**src/sv/smmcd_pkg.sv**
```systemverilog
package smmcd_pkg;

    // Display geometry and sample format
    localparam int COLUMNS     = 64;
    localparam int ROWS        = 32;
    localparam int SAMPLE_BITS = 16;

    // Port field widths
    localparam int SAMPLE_W   = 16;
    localparam int INDEX_W    = 6;
    localparam int SPC_W      = 16;
    localparam int CFG_DATA_W = 32;
    localparam int CFG_ADDR_W = 3;

    // Column counter must hold COLUMNS itself; keep at least INDEX_W bits
    // so the 6-bit column index is always a plain part-select.
    localparam int COL_BITS = $clog2(COLUMNS + 1);
    localparam int COL_W    = (COL_BITS > INDEX_W) ? COL_BITS : INDEX_W;

    // ROWS * (F - v) + F, with F - v in 0..2F
    localparam int NUM_W = SAMPLE_BITS + $clog2(ROWS + 1) + 2;

    // Register index, taken from paddr[CFG_ADDR_W-1:2]
    localparam logic [CFG_ADDR_W-3:0] REG_SAMPLES_PER_COLUMN = '0;

    typedef logic signed [SAMPLE_BITS-1:0] level_t;
    typedef logic [INDEX_W-1:0]            index_t;
    typedef logic [COL_W-1:0]              col_cnt_t;

    typedef struct packed {
        col_cnt_t column;
        level_t   vmin;
        level_t   vmax;
    } extremes_t;

    // row = floor((ROWS * (F - v) + F) / 2F), clamped to ROWS
    function automatic index_t to_row(level_t v);
        logic [NUM_W-1:0] full;
        logic [NUM_W-1:0] diff;
        logic [NUM_W-1:0] num;
        logic [NUM_W-1:0] row;
        full = NUM_W'(1) << (SAMPLE_BITS - 1);
        diff = full - $unsigned(NUM_W'(v));
        num  = NUM_W'(ROWS) * diff + full;
        row  = num >> SAMPLE_BITS;
        if (row > NUM_W'(ROWS))
        begin
            row = NUM_W'(ROWS);
        end
        return row[INDEX_W-1:0];
    endfunction

endpackage

```
**src/sv/smmcd_if.sv**
```systemverilog
interface smmcd_sample_if;
    import smmcd_pkg::*;

    logic                       valid;
    logic                       ready;
    logic signed [SAMPLE_W-1:0] sample;
    logic                       batch_start;

    modport source (output valid, sample, batch_start, input ready);
    modport sink   (input valid, sample, batch_start, output ready);
endinterface

interface smmcd_column_if;
    import smmcd_pkg::*;

    logic               valid;
    logic               ready;
    logic [INDEX_W-1:0] column_index;
    logic [INDEX_W-1:0] top_row;
    logic [INDEX_W-1:0] bottom_row;

    modport source (output valid, column_index, top_row, bottom_row, input ready);
    modport sink   (input valid, column_index, top_row, bottom_row, output ready);
endinterface

```
**src/sv/smmcd_cfg.sv**
```systemverilog
module smmcd_cfg (
    input  logic                             clk,
    input  logic                             rst_n,
    input  logic                             psel,
    input  logic                             penable,
    input  logic                             pwrite,
    input  logic [smmcd_pkg::CFG_ADDR_W-1:0] paddr,
    input  logic [smmcd_pkg::CFG_DATA_W-1:0] pwdata,
    output logic [smmcd_pkg::CFG_DATA_W-1:0] prdata,
    output logic                             pready,
    output logic [smmcd_pkg::SPC_W-1:0]      samples_per_column
);
    import smmcd_pkg::*;

    logic [SPC_W-1:0]        spc_reg;
    logic [SPC_W-1:0]        spc_next;
    logic [CFG_ADDR_W-3:0]   reg_index;
    logic                    wr_en;

    assign reg_index = paddr[CFG_ADDR_W-1:2];
    assign wr_en     = psel & penable & pwrite;
    assign pready    = 1'b1;

    always_comb
    begin
        spc_next = spc_reg;
        if (wr_en && (reg_index == REG_SAMPLES_PER_COLUMN))
        begin
            spc_next = pwdata[SPC_W-1:0];
        end
    end

    always_ff @(posedge clk or negedge rst_n)
    begin
        if (!rst_n)
        begin
            spc_reg <= SPC_W'(1);
        end
        else
        begin
            spc_reg <= spc_next;
        end
    end

    always_comb
    begin
        prdata = '0;
        if (reg_index == REG_SAMPLES_PER_COLUMN)
        begin
            prdata = CFG_DATA_W'(spc_reg);
        end
    end

    assign samples_per_column = spc_reg;

endmodule

```
**src/sv/smmcd_acc.sv**
```systemverilog
module smmcd_acc (
    input  logic                        clk,
    input  logic                        rst_n,
    smmcd_sample_if.sink                sample_ch,
    input  logic [smmcd_pkg::SPC_W-1:0] samples_per_column,
    output smmcd_pkg::extremes_t        result,
    output logic                        result_valid,
    input  logic                        result_ready
);
    import smmcd_pkg::*;

    level_t           running_min_reg,  running_min_next;
    level_t           running_max_reg,  running_max_next;
    logic [SPC_W-1:0] count_reg,        count_next;
    col_cnt_t         column_reg,       column_next;
    logic             result_valid_reg, result_valid_next;
    extremes_t        result_reg;

    logic             accept;
    level_t           s;
    level_t           base_min;
    level_t           base_max;
    logic [SPC_W-1:0] base_count;
    col_cnt_t         base_column;
    logic             batch_full;
    level_t           new_min;
    level_t           new_max;
    logic [SPC_W-1:0] count_inc;
    logic [SPC_W-1:0] spc_eff;
    logic             col_done;

    assign sample_ch.ready = !result_valid_reg || result_ready;
    assign accept          = sample_ch.valid & sample_ch.ready;

    assign s = sample_ch.sample[SAMPLE_BITS-1:0];

    // A batch start clears everything before the sample is folded in
    assign base_min    = sample_ch.batch_start ? '0 : running_min_reg;
    assign base_max    = sample_ch.batch_start ? '0 : running_max_reg;
    assign base_count  = sample_ch.batch_start ? '0 : count_reg;
    assign base_column = sample_ch.batch_start ? '0 : column_reg;

    assign batch_full = base_column >= COL_W'(COLUMNS);
    assign new_min    = (s < base_min) ? s : base_min;
    assign new_max    = (s > base_max) ? s : base_max;
    assign count_inc  = base_count + SPC_W'(1);
    assign spc_eff    = (samples_per_column == '0) ? SPC_W'(1) : samples_per_column;
    assign col_done   = !batch_full && (count_inc >= spc_eff);

    always_comb
    begin
        running_min_next = running_min_reg;
        running_max_next = running_max_reg;
        count_next       = count_reg;
        column_next      = column_reg;
        if (accept)
        begin
            priority if (batch_full)
            begin
                running_min_next = base_min;
                running_max_next = base_max;
                count_next       = base_count;
                column_next      = base_column;
            end
            else if (col_done)
            begin
                running_min_next = '0;
                running_max_next = '0;
                count_next       = '0;
                column_next      = base_column + COL_W'(1);
            end
            else
            begin
                running_min_next = new_min;
                running_max_next = new_max;
                count_next       = count_inc;
                column_next      = base_column;
            end
        end
    end

    always_comb
    begin
        result_valid_next = result_valid_reg && !result_ready;
        if (accept && col_done)
        begin
            result_valid_next = 1'b1;
        end
    end

    always_ff @(posedge clk or negedge rst_n)
    begin
        if (!rst_n)
        begin
            running_min_reg  <= '0;
            running_max_reg  <= '0;
            count_reg        <= '0;
            column_reg       <= '0;
            result_valid_reg <= 1'b0;
        end
        else
        begin
            running_min_reg  <= running_min_next;
            running_max_reg  <= running_max_next;
            count_reg        <= count_next;
            column_reg       <= column_next;
            result_valid_reg <= result_valid_next;
        end
    end

    always_ff @(posedge clk)
    begin
        if (accept && col_done)
        begin
            result_reg <= '{column: base_column, vmin: new_min, vmax: new_max};
        end
    end

    assign result       = result_reg;
    assign result_valid = result_valid_reg;

    // Extremes start at zero, so they never cross it
    a_max_not_negative: assert property (@(posedge clk) disable iff (!rst_n)
        !running_max_reg[SAMPLE_BITS-1])
        else $error("running maximum below zero");

    a_min_not_positive: assert property (@(posedge clk) disable iff (!rst_n)
        running_min_reg[SAMPLE_BITS-1] || (running_min_reg == '0))
        else $error("running minimum above zero");

    a_column_bound: assert property (@(posedge clk) disable iff (!rst_n)
        column_reg <= COL_W'(COLUMNS))
        else $error("column counter past COLUMNS");

    a_held_column_idle: assert property (@(posedge clk) disable iff (!rst_n)
        (result_valid_reg && !result_ready) |=> $stable(column_reg))
        else $error("column advanced while a result was stalled");

endmodule

```
**src/sv/smmcd_quant.sv**
```systemverilog
module smmcd_quant (
    input  logic                 clk,
    input  logic                 rst_n,
    input  smmcd_pkg::extremes_t extremes,
    input  logic                 extremes_valid,
    output logic                 extremes_ready,
    smmcd_column_if.source       column_ch
);
    import smmcd_pkg::*;

    logic   valid_reg, valid_next;
    index_t column_reg;
    index_t top_reg;
    index_t bottom_reg;
    logic   load;

    assign extremes_ready = !valid_reg || column_ch.ready;
    assign load           = extremes_valid && extremes_ready;

    always_comb
    begin
        valid_next = valid_reg && !column_ch.ready;
        if (load)
        begin
            valid_next = 1'b1;
        end
    end

    always_ff @(posedge clk or negedge rst_n)
    begin
        if (!rst_n)
        begin
            valid_reg <= 1'b0;
        end
        else
        begin
            valid_reg <= valid_next;
        end
    end

    always_ff @(posedge clk)
    begin
        if (load)
        begin
            column_reg <= extremes.column[INDEX_W-1:0];
            top_reg    <= to_row(extremes.vmax);
            bottom_reg <= to_row(extremes.vmin);
        end
    end

    assign column_ch.valid        = valid_reg;
    assign column_ch.column_index = column_reg;
    assign column_ch.top_row      = top_reg;
    assign column_ch.bottom_row   = bottom_reg;

    // Maximum is never below minimum, so its row is never lower on screen
    a_top_above_bottom: assert property (@(posedge clk) disable iff (!rst_n)
        valid_reg |-> (top_reg <= bottom_reg))
        else $error("top row below bottom row");

    a_no_overwrite: assert property (@(posedge clk) disable iff (!rst_n)
        (valid_reg && !column_ch.ready) |-> !load)
        else $error("stalled result overwritten");

    a_rows_in_range: assert property (@(posedge clk) disable iff (!rst_n)
        valid_reg |-> ((top_reg <= INDEX_W'(ROWS)) && (bottom_reg <= INDEX_W'(ROWS))))
        else $error("row out of range");

endmodule

```
**src/sv/scope_min_max_column_decimator_core.sv**
```systemverilog
// A column result is registered in the extremes register at the edge that accepts the column's
// last sample, then in the row quantizer register, from which it is offered on column_ch.
// Throughput: one sample per cycle unless a stall holds it; the running min/max compare and
// counter update are combinational, and both output stages stall only on column_ch.ready.
// Reset: extremes, sample count and column counter clear to zero, samples_per_column to 1.
module scope_min_max_column_decimator_core (
    input  logic                             clk,
    input  logic                             rst_n,
    smmcd_sample_if.sink                     sample_ch,
    smmcd_column_if.source                   column_ch,
    input  logic                             psel,
    input  logic                             penable,
    input  logic                             pwrite,
    input  logic [smmcd_pkg::CFG_ADDR_W-1:0] paddr,
    input  logic [smmcd_pkg::CFG_DATA_W-1:0] pwdata,
    output logic [smmcd_pkg::CFG_DATA_W-1:0] prdata,
    output logic                             pready
);
    import smmcd_pkg::*;

    logic [SPC_W-1:0] samples_per_column;
    extremes_t        extremes;
    logic             extremes_valid;
    logic             extremes_ready;

    smmcd_cfg u_cfg (
        .clk                (clk),
        .rst_n              (rst_n),
        .psel               (psel),
        .penable            (penable),
        .pwrite             (pwrite),
        .paddr              (paddr),
        .pwdata             (pwdata),
        .prdata             (prdata),
        .pready             (pready),
        .samples_per_column (samples_per_column)
    );

    smmcd_acc u_acc (
        .clk                (clk),
        .rst_n              (rst_n),
        .sample_ch          (sample_ch),
        .samples_per_column (samples_per_column),
        .result             (extremes),
        .result_valid       (extremes_valid),
        .result_ready       (extremes_ready)
    );

    smmcd_quant u_quant (
        .clk            (clk),
        .rst_n          (rst_n),
        .extremes       (extremes),
        .extremes_valid (extremes_valid),
        .extremes_ready (extremes_ready),
        .column_ch      (column_ch)
    );

endmodule
```
**src/flat_wrapper.sv**
```systemverilog
// flat-port wrapper written by rule: the top's interface ports become plain ports
module scope_min_max_column_decimator_core_flat import smmcd_pkg::*;
  (clk, rst_n, psel, penable, pwrite, paddr, pwdata, prdata, pready, sample_ch_valid, sample_ch_sample, sample_ch_batch_start, sample_ch_ready, column_ch_valid, column_ch_column_index, column_ch_top_row, column_ch_bottom_row, column_ch_ready);
  smmcd_sample_if sample_ch_i ();
  smmcd_column_if column_ch_i ();
  input  logic clk;
  input  logic rst_n;
  input  logic psel;
  input  logic penable;
  input  logic pwrite;
  input  logic [smmcd_pkg::CFG_ADDR_W-1:0] paddr;
  input  logic [smmcd_pkg::CFG_DATA_W-1:0] pwdata;
  output logic [smmcd_pkg::CFG_DATA_W-1:0] prdata;
  output logic pready;
  input wire logic [$bits(sample_ch_i.valid)-1:0] sample_ch_valid;
  input wire logic [$bits(sample_ch_i.sample)-1:0] sample_ch_sample;
  input wire logic [$bits(sample_ch_i.batch_start)-1:0] sample_ch_batch_start;
  output wire logic [$bits(sample_ch_i.ready)-1:0] sample_ch_ready;
  output wire logic [$bits(column_ch_i.valid)-1:0] column_ch_valid;
  output wire logic [$bits(column_ch_i.column_index)-1:0] column_ch_column_index;
  output wire logic [$bits(column_ch_i.top_row)-1:0] column_ch_top_row;
  output wire logic [$bits(column_ch_i.bottom_row)-1:0] column_ch_bottom_row;
  input wire logic [$bits(column_ch_i.ready)-1:0] column_ch_ready;
  assign sample_ch_i.valid = sample_ch_valid;
  assign sample_ch_i.sample = sample_ch_sample;
  assign sample_ch_i.batch_start = sample_ch_batch_start;
  assign sample_ch_ready = sample_ch_i.ready;
  assign column_ch_valid = column_ch_i.valid;
  assign column_ch_column_index = column_ch_i.column_index;
  assign column_ch_top_row = column_ch_i.top_row;
  assign column_ch_bottom_row = column_ch_i.bottom_row;
  assign column_ch_i.ready = column_ch_ready;
  scope_min_max_column_decimator_core u_core (.clk(clk), .rst_n(rst_n), .sample_ch(sample_ch_i), .column_ch(column_ch_i), .psel(psel), .penable(penable), .pwrite(pwrite), .paddr(paddr), .pwdata(pwdata), .prdata(prdata), .pready(pready));
endmodule
```
**config.mk**
```make
export PLATFORM = sky130hd
export DESIGN_NAME = scope_min_max_column_decimator_core_flat
export DESIGN_NICKNAME = d
export VERILOG_FILES = /design/src/sv/smmcd_pkg.sv /design/src/sv/smmcd_if.sv /design/src/sv/smmcd_cfg.sv /design/src/sv/smmcd_acc.sv /design/src/sv/smmcd_quant.sv /design/src/sv/scope_min_max_column_decimator_core.sv /design/src/flat_wrapper.sv
export SDC_FILE = /design/constraint.sdc
export NUM_CORES = 1
export LEC_CHECK = 0
export ABC_AREA = 1
export BUFFER_PORTS_ARGS = -buffer_cell sky130_fd_sc_hd__buf_2
export CAP_MARGIN = 15
export CORE_ASPECT_RATIO = 0.5
export CORE_MARGIN = 2
export CORE_UTILIZATION = 63
export DETAILED_ROUTE_END_ITERATION = 16
export PLACE_DENSITY = 0.86
export SYNTH_ARGS = -nofsm -noshare
export SYNTH_HDL_FRONTEND = slang
export SYNTH_SLANG_ARGS = --single-unit
```
**constraint.sdc**
```tcl
create_clock -name clk -period 7.9 [get_ports clk]
set_clock_uncertainty 0.15 [all_clocks]
set_input_delay 0.79 -clock clk [delete_from_list [all_inputs] [get_ports clk]]
set_output_delay 0.79 -clock clk [all_outputs]
set_load 0.005 [all_outputs]
```
== After elaboration in Yosys (flattened, before gate mapping) ==
Index checks and enable logic that the tools add are counted.

* Register bits: 129
* Word-level logic and storage cells: 61

* Mux-type cells: 18
* Magnitude comparators: 6
* $add $sub $neg: 6
* Bitwise logic cells: 4
* Reductions and logical operators: 14

{| class="wikitable"
|+ Operators with widths
! cell !! count
|-
| $mux W16 || 13
|-
| $add A23 B17 Y24 const B || 2
|-
| $sub A17 B16 Y18 const A || 2
|-
| $mux W7 || 3
|-
| $add A16 B1 Y16 const B || 1
|-
| $ge A16 B16 Y1 || 1
|-
| $gt A16 B16 Y1 || 1
|-
| $gt A8 B6 Y1 const B || 2
|-
| $logic_not A16 Y1 || 1
|-
| $lt A16 B16 Y1 || 1
|-
| $add A7 B1 Y7 const B || 1
|-
| $ge A7 B7 Y1 const B || 1
|-
| $logic_and A1 B1 Y1 || 6
|-
| $logic_not A1 Y1 || 5
|-
| $and A1 B1 Y1 || 3
|-
| $logic_or A1 B1 Y1 || 2
|-
| $mux W1 || 2
|-
| $not A1 Y1 || 1
|}

== Logic depth before layout (Yosys ltp) ==
Gate-level depths: netlist of run 1.

* Word-level depth: 6
* Gate-level depth with buffers: 21
* Gate-level depth less buffers: 19

== By module ==
From an unflattened synthesis of run 1, not the netlist that was laid out.

* Cell total of the unflattened synthesis: 1,082
* Area, all modules: 8,831.0 um^2

{| class="wikitable"
|+ Modules (own cells, without submodules)
! module !! area each (um^2) !! seq. area each (um^2) !! cells an instance !! times used
|-
| smmcd_acc || 6,490.0 || 2,572.5 || 778 || 1
|-
| smmcd_quant || 1,401.3 || 565.5 || 179 || 1
|-
| smmcd_cfg || 939.7 || 401.6 || 125 || 1
|}

== Worst setup path before layout of run 1 ==
No wires, ideal clock.

* Path type: input -> register
* Start: input port sample_ch_batch_start
* End: register u_core.u_acc.column_reg[2]
* Data required time: 7.622 ns
* Setup time: 0.128 ns
* Arrival: 4.316 ns
* Path slack: 3.306 ns
* Path buffers: 2
* Cell stages on the path: 19
* Cell sequence: buf_6 buf_2 nor2_1 ha_1 inv_1 nor3_4 nand3_2 nor3_2 nand2_1 xnor2_2 ha_1 nand2_1 nor3_1 nand3_1 nand3_1 nand2_1 inv_1 nand2_1 xor2_1

* Cells in the longest elaborated chain, start to end: 6
* Elaborated cells on any way between the ends: 10

{| class="wikitable"
|+ RTL lines
! item !! line !! source
|-
| start, declared || flat_wrapper.sv:17 || <nowiki>input wire logic [$bits(sample_ch_i.batch_start)-1:0] sample_ch_batch_start;</nowiki>
|-
| $mux W16 / $mux W7 (equally long branches) || smmcd_acc.sv:40, smmcd_acc.sv:41 ||
|-
| $add A16 B1 Y16 / $ge A7 B7 Y1 (equally long branches) || smmcd_acc.sv:46, smmcd_acc.sv:43 ||
|-
| $ge A16 B16 Y1 / $logic_not A1 Y1 (equally long branches) || smmcd_acc.sv:48 || <nowiki>assign col_done = !batch_full && (count_inc >= spc_eff);</nowiki>
|-
| $logic_and A1 B1 Y1 || smmcd_acc.sv:48 ||
|-
| $mux W7 || smmcd_acc.sv:65 || <nowiki>else if (col_done)</nowiki>
|-
| $mux W7 * || smmcd_acc.sv:58 || <nowiki>priority if (batch_full)</nowiki>
|-
| end signal, assigned || smmcd_acc.sv:106 || <nowiki>column_reg <= column_next;</nowiki>
|-
| end, declared || smmcd_acc.sv:15 || <nowiki>col_cnt_t column_reg, column_next;</nowiki>
|}

Mark *: on every way between the ends. The rest lies on a longest branch, timed or not.
A chain may end at the register's enable or synchronous reset.

== Worst setup path in the final report of run 1 ==
Ends and elaborated chain as after synthesis.

==> flow_summary.json, run 1 <==
{
  "ir_drop_v": 0.000132,
  "die-area_um2": 14000,
  "drive_gt1_share_pct": 14.0,
  "r2r_end": "u_core.u_acc.column_reg[2]",
  "largest_reg_flops": 38,
  "rr_worst_depth": 19,
  "p_leak_nw": 4.47,
  "routed_wirelength_mm": 19.2,
  "htree_levels": 4,
  "final_core_util_pct": 72.1,
  "core_um2": 12700,
  "min_period_over_period_pct": 56.8,
  "ys_seq_elements": 129,
  "cts_resized": 0,
  "synth_edf_count": 56,
  "port_buffers": 76,
  "path_clk_slew_ns": 0.06,
  "worstPathArrival_ns": 4.64,
  "yosysTopAreaCell": "dfrtp_1",
  "synth-xor-area-share_pct": 2.34,
  "fmax_mhz": 223,
  "drv_cap": 0,
  "clock_sinks": 129,
  "synth_top_area_share_pct": 22.0,
  "reg2reg_from": "u_core.u_acc.count_reg[0]",
  "r2r_slack_ns": 3.77,
  "rsz0062_at_grt": "no",
  "grt_pass1_wl_mm": 31.9,
  "place_hpwl_mm": 13.1,
  "num-nets-final": 1179,
  "synth_fa_ha_area_share_pct": 7.80,
  "synth_common_cells": "nand2_1, inv_1, nor2_1, a21oi_1, dfrtp_1",
  "drc_errors": 0,
  "viasPerCell": 5.71,
  "worstMarginPinSlew_ns": 1.09,
  "drt_iter0_markers": 662,
  "syn_inst": 1006,
  "syn_to_final_growth_pct": 11.6,
  "yosys.area_share.simple_pct": 25.8,
  "io_pins": 112,
  "synthMuxAreaShare_pct": 0,
  "grt_max_degree": 74,
  "critPathKind": "input pin to flip-flop",
  "syn_area_um2": 8190,
  "hold_path_end": "u_core.u_quant.column_ch.column_index[5]",
  "setup_viol": 0,
  "cts_tree": "yes",
  "antenna_left": 0,
  "die_x_um": 165,
  "holdPathStages": 0,
  "min_path_type": "flip-flop to flip-flop",
  "cts_made_buffers": 17,
  "gp_congestion": 0.887,
  "clk_path_buf_depth": 2,
  "vias": 7147,
  "die_h_um": 84.6,
  "setup_tns_ns": 0,
  "min_period_ns": 4.49,
  "root_buffer": "clkbuf_16",
  "cts_setup_buffers": 0,
  "hold_start": "u_core.u_acc.result[37]",
  "crit_required_ns": 8.05,
  "cts_hold_buf": 0,
  "end_kind": "flip-flop",
  "hold_violations": 0,
  "grt_use_total_pct": 29.2,
  "synthArstFlopShare_pct": 56.6,
  "grt_pass1_vias": 6965,
  "antenna_found_initial": 0,
  "status": "finished, final reports clean",
  "power_density_nw_per_um2": 237,
  "synth-compound-area-share_pct": 11.8,
  "start_kind": "input pin",
  "ys_top_cells_by_area": "dfrtp_1, edfxtp_1, nand2_1",
  "drt_first_pass_iters": 5,
  "fillers": 887,
  "overflow": 0,
  "synth_cell_type_count": 50,
  "synth_top_family_by_area": "simple AND/OR/NAND/NOR gates",
  "start_util_pct": 64.6,
  "ys_warn_count": 0,
  "slew_violations": 0,
  "slew-limit-headroom_pct": 27.4,
  "diodes": 0,
  "route.detailed.wl_per_inst_um": 15.3,
  "clk_latency_ns": 0.42,
  "syn_area_per_cell_um2": 8.14,
  "row_count": 29,
  "ys.flop_type": "dfrtp_1",
  "cp_max_fo": 64,
  "yosysSeqAreaShare_pct": 42.9,
  "yosysMostFrequentCell": "nand2_1"
}
==> cell usage in the layout, fill, tap and decap left out, types with 6 or more instances in the layout <==
cell type    n
nand2_1    201
inv_1      122
nor2_1     113
a21oi_1     79
buf_2       76
dfrtp_1     72
nand3_1     67
edfxtp_1    56
ha_1        51
nand4_1     28
and2_1      20
a31oi_1     20
clkbuf_16   18
xor2_1      17
conb_1      17
o21ai_0     15
nor3_1      11
o21a_1       9
a22oi_1      9
nand2_2      6
clkinv_2     6
==> through the flow <==
step                      power (mW)  cells  cell area (µm²)  hold WS (ns)  setup WS (ns)
final                           2.16   1252             9140         0.272           3.41
after global routing            2.28   1252             9140         0.274           3.00
after CTS                       2.16   1250             9110         0.272           3.21
after detailed placement        1.44   1218             8580         0.258           2.84
after global placement          1.41   1218             8580         0.255           2.98
after floorplan                 1.29   1021             8240         0.250           3.31
==> cells by family after synthesis <==
kind of cell / Yosys count
XOR/XNOR: 21
AO/OA/AOI/OAI: 159
other: 2
AND/OR/NAND/NOR: 467
buffers and inverters: 177
adder cells (fa/ha/maj): 51
flip-flops: 129
==> metal layers <==
metal	vias up	wire, µm	global-route usage (%)
met5	-	0	0
met4	0	333	11.5
met3	39	1440	5.98
met2	318	9260	49.8
met1	3336	8120	36.8
li1	3454	-	-
==> area by class of cell <==
cell class / instances / area, µm² / area share [%]
Timing Repair Buffer: 82 / 433 / 4.74
Clock buffer: 22 / 475 / 5.20
Sequential cell: 129 / 3510 / 38.4
Tap cell: 170 / 213 / 2.33
Multi-Input combinational cell: 715 / 3980 / 43.5
Inverter: 124 / 470 / 5.15
Clock inverter: 10 / 60.1 / 0.657
==> power breakdown <==
group / internal, mW / leakage (nW) / total (mW) / switching, mW
Combinational: 0.201 / 2.84 / 0.578 / 0.377
Clock: 0.424 / 0.265 / 0.716 / 0.292
Sequential: 0.816 / 1.37 / 0.870 / 0.0540
==> worst max path at each step <==
stage | startpoint | endpoint | slack (ns) | cells past startpoint
final | sample_ch_batch_start | u_core.u_acc.column_reg[2] | 3.41 | 20
after global routing | sample_ch_batch_start | u_core.u_acc.column_reg[5] | 3.00 | 20
after CTS | sample_ch_batch_start | u_core.u_acc.running_min_reg[9] | 3.21 | 18
after detailed placement | sample_ch_batch_start | u_core.u_acc.running_min_reg[1] | 2.84 | 18
after global placement | sample_ch_batch_start | u_core.u_acc.running_min_reg[1] | 2.98 | 18
after floorplan | sample_ch_batch_start | u_core.u_acc.column_reg[2] | 3.31 | 19
==> worst max-delay path, cell delays in order <==
cell     delay, ns
buf_2         0.25
inv_6         0.41
nand2_2       0.19
nor3_4        0.23
nand2_1       0.17
nor2_2        0.15
nand2_1       0.11
nor2_1        0.12
xor2_1        0.16
inv_1         0.09
ha_1          0.30
nand3_1       0.10
nor3_1        0.22
nand3_1       0.17
nand3_1       0.20
nand2_1       0.16
inv_1         0.08
buf_4         0.42
nand2_1       0.12
xor2_1        0.17
Power figures use the tool's default switching activity.
==> inputs of run 2 (changes only) <==
--- a/config.mk
+++ b/config.mk
@@ -10,9 +10,9 @@
 export CAP_MARGIN = 15
 export CORE_ASPECT_RATIO = 0.5
 export CORE_MARGIN = 2
-export CORE_UTILIZATION = 63
+export CORE_UTILIZATION = 59
 export DETAILED_ROUTE_END_ITERATION = 16
-export PLACE_DENSITY = 0.86
+export PLACE_DENSITY = 0.82
 export SYNTH_ARGS = -nofsm -noshare
 export SYNTH_HDL_FRONTEND = slang
 export SYNTH_SLANG_ARGS = --single-unit
==> constraint.sdc (replaced) <==
create_clock -name clk -period 4.4 [get_ports clk]
set_clock_uncertainty 0.15 [all_clocks]
set_input_delay 0.44 -clock clk [delete_from_list [all_inputs] [get_ports clk]]
set_output_delay 0.44 -clock clk [all_outputs]
set_load 0.005 [all_outputs]
==> flow_summary.json, run 2 (synthesized netlist as in run 1, its figures left out) <==
{
  "status": "finished, final reports clean",
  "grt_use_total_pct": 27.9,
  "clock_sinks": 129,
  "ir_drop_v": 0.000277,
  "io_pins": 112,
  "routed_wirelength_mm": 19.7,
  "layout_commonest_cell": "nand2_1",
  "placed_cells": 1249,
  "drt_iter0_markers": 536,
  "row_count": 30,
  "grt_max_degree": 58,
  "core_um2": 13600,
  "hold_violations": 0,
  "p_int_mw": 2.61,
  "use_met1_pct": 34.1,
  "largest_reg_flops": 38,
  "comb_power_share_pct": 27.0,
  "switching_share_pct": 33.6,
  "drive_gt1_share_pct": 14.9,
  "final_core_util_pct": 68.4,
  "use_met3_pct": 5.91,
  "cts_tree": "yes",
  "worstMarginPinSlew_ns": 1.09,
  "viasPerCell": 5.56,
  "clk_path_buf_depth": 2,
  "place_hpwl_mm": 13.9,
  "cts_made_buffers": 17,
  "num-nets-final": 1187,
  "die-area_um2": 14900,
  "power_density_nw_per_um2": 425,
  "power_switching_mw": 1.32,
  "vias": 7130,
  "route.detailed.wl_per_inst_um": 15.4,
  "path_clk_slew_ns": 0.06,
  "diodes": 0,
  "root_buffer": "clkbuf_16",
  "min_period_ns": 3.80,
  "worstPathArrival_ns": 3.95,
  "port_buffers": 76,
  "drc_errors": 0,
  "start_util_pct": 60.4,
  "antenna_found_initial": 0,
  "power.clock.fraction_pct": 33.3,
  "slew_violations": 0,
  "critPathKind": "flip-flop to flip-flop",
  "fin_cells": 1282,
  "syn_to_final_growth_pct": 13.2,
  "p_seq_share_pct": 39.7,
  "clk_latency_ns": 0.42,
  "start_kind": "flip-flop",
  "crit_required_ns": 4.55,
  "mostFrequentLayoutCells": "nand2_1, inv_1, nor2_1",
  "rsz0062_at_grt": "no",
  "grt_pass1_vias": 6962,
  "slew-limit-headroom_pct": 27.4,
  "drv_cap": 0,
  "setup_viol": 0,
  "end_kind": "flip-flop",
  "htree_levels": 4,
  "die_h_um": 87.3,
  "grt_busiest_layer": "met2",
  "min_path_type": "input pin to asynchronous set/reset pin",
  "fmax_mhz": 263,
  "gp_congestion": 0.926,
  "die_x_um": 171,
  "grtUsageMet2_pct": 49.1,
  "whs_ns": 0.00156,
  "antenna_left": 0,
  "drt_first_pass_iters": 5,
  "p_leak_nw": 4.51,
  "setup_tns_ns": 0,
  "min_period_over_period_pct": 86.4,
  "cp_max_fo": 40,
  "overflow": 0,
  "grt_pass1_wl_mm": 32.5
}
==> run 2: cell count changes in the layout (fill, tap and decap cells not counted), moves of 2 or more <==
cell | before | now
clkbuf_1 | 3 | 1
buf_4 | 5 | 11
buf_12 | 0 | 2
clkinv_2 | 6 | 4
clkinvlp_4 | 2 | 5
==> run 2: worst max-delay path, stage by stage, from the launching register on <==
cell,delay [ns]
dfrtp_1,0.32
inv_1,0.08
nor2_1,0.15
ha_1,0.17
inv_1,0.08
nor3_4,0.27
nand3_2,0.15
nor3_2,0.20
nand2_1,0.12
xnor2_2,0.16
ha_1,0.29
nand2_1,0.06
nor3_1,0.27
nand3_1,0.18
nand3_1,0.22
nand2_1,0.16
inv_1,0.13
buf_12,0.23
nand2_1,0.11
xor2_1,0.16
==> run 2: metal layers <==
layer | part of all wire [%] | up-vias
li1 | - | 3466
met1 | 42 | 3295
met2 | 49 | 326
met3 | 7.4 | 43
met4 | 2.1 | 0
met5 | 0 | -
==> run 2: through the flow <==
stage,total power [mW],setup slack [ns],instance area [µm²]
after floorplan,2.32,0.156,8240
after global placement,2.56,0.246,8700
after detailed placement,2.62,0.0611,8700
after CTS,3.94,0.300,9250
after global routing,4.15,0.308,9260
final,3.94,0.599,9260
==> run 2: final timing paths <==
path	cells past startpoint	start	to	slack, ns
setup / recovery	19	u_core.u_acc.count_reg[1]	u_core.u_acc.column_reg[5]	0.60
hold / removal	1	rst_n	u_core.u_cfg.samples_per_column[3]	0.002
setup reg to reg	19	u_core.u_acc.count_reg[1]	u_core.u_acc.column_reg[5]	0.60
hold reg to reg	0	u_core.u_acc.result[34]	u_core.u_quant.column_ch.column_index[2]	0.27
max in group asynchronous	2	rst_n	u_core.u_acc.running_min_reg[9]	3.08
min in group clk	3	pwdata[0]	u_core.u_cfg.samples_per_column[0]	0.10
==> run 2: timing repair <==
item | in CTS | in global routing
setup buffers | 0 | 0
hold buffers | 0 | 0
resized for setup | 0 | 1
setup endpoints to repair | 0 | 1
==> run 2: cell type report <==
type,count,area [µm²]
Sequential cell,129,3510
Clock buffer,18,429
Clock inverter,14,118
Multi-Input combinational cell,715,3980
Inverter,124,470
Fill cell,1019,4290
Timing Repair Buffer,90,518
Tap cell,192,240
==> run 2: power by group through the flow <==
stage          sequential [mW]  combinational, mW  clock, mW
2_1_floorplan             1.56              0.766          0
3_3_place_gp              1.57              0.989          0
3_5_place_dp              1.58               1.04          0
4_1_cts                   1.56               1.05       1.33
5_1_grt                   1.58               1.19       1.37
6_report                  1.56               1.06       1.31
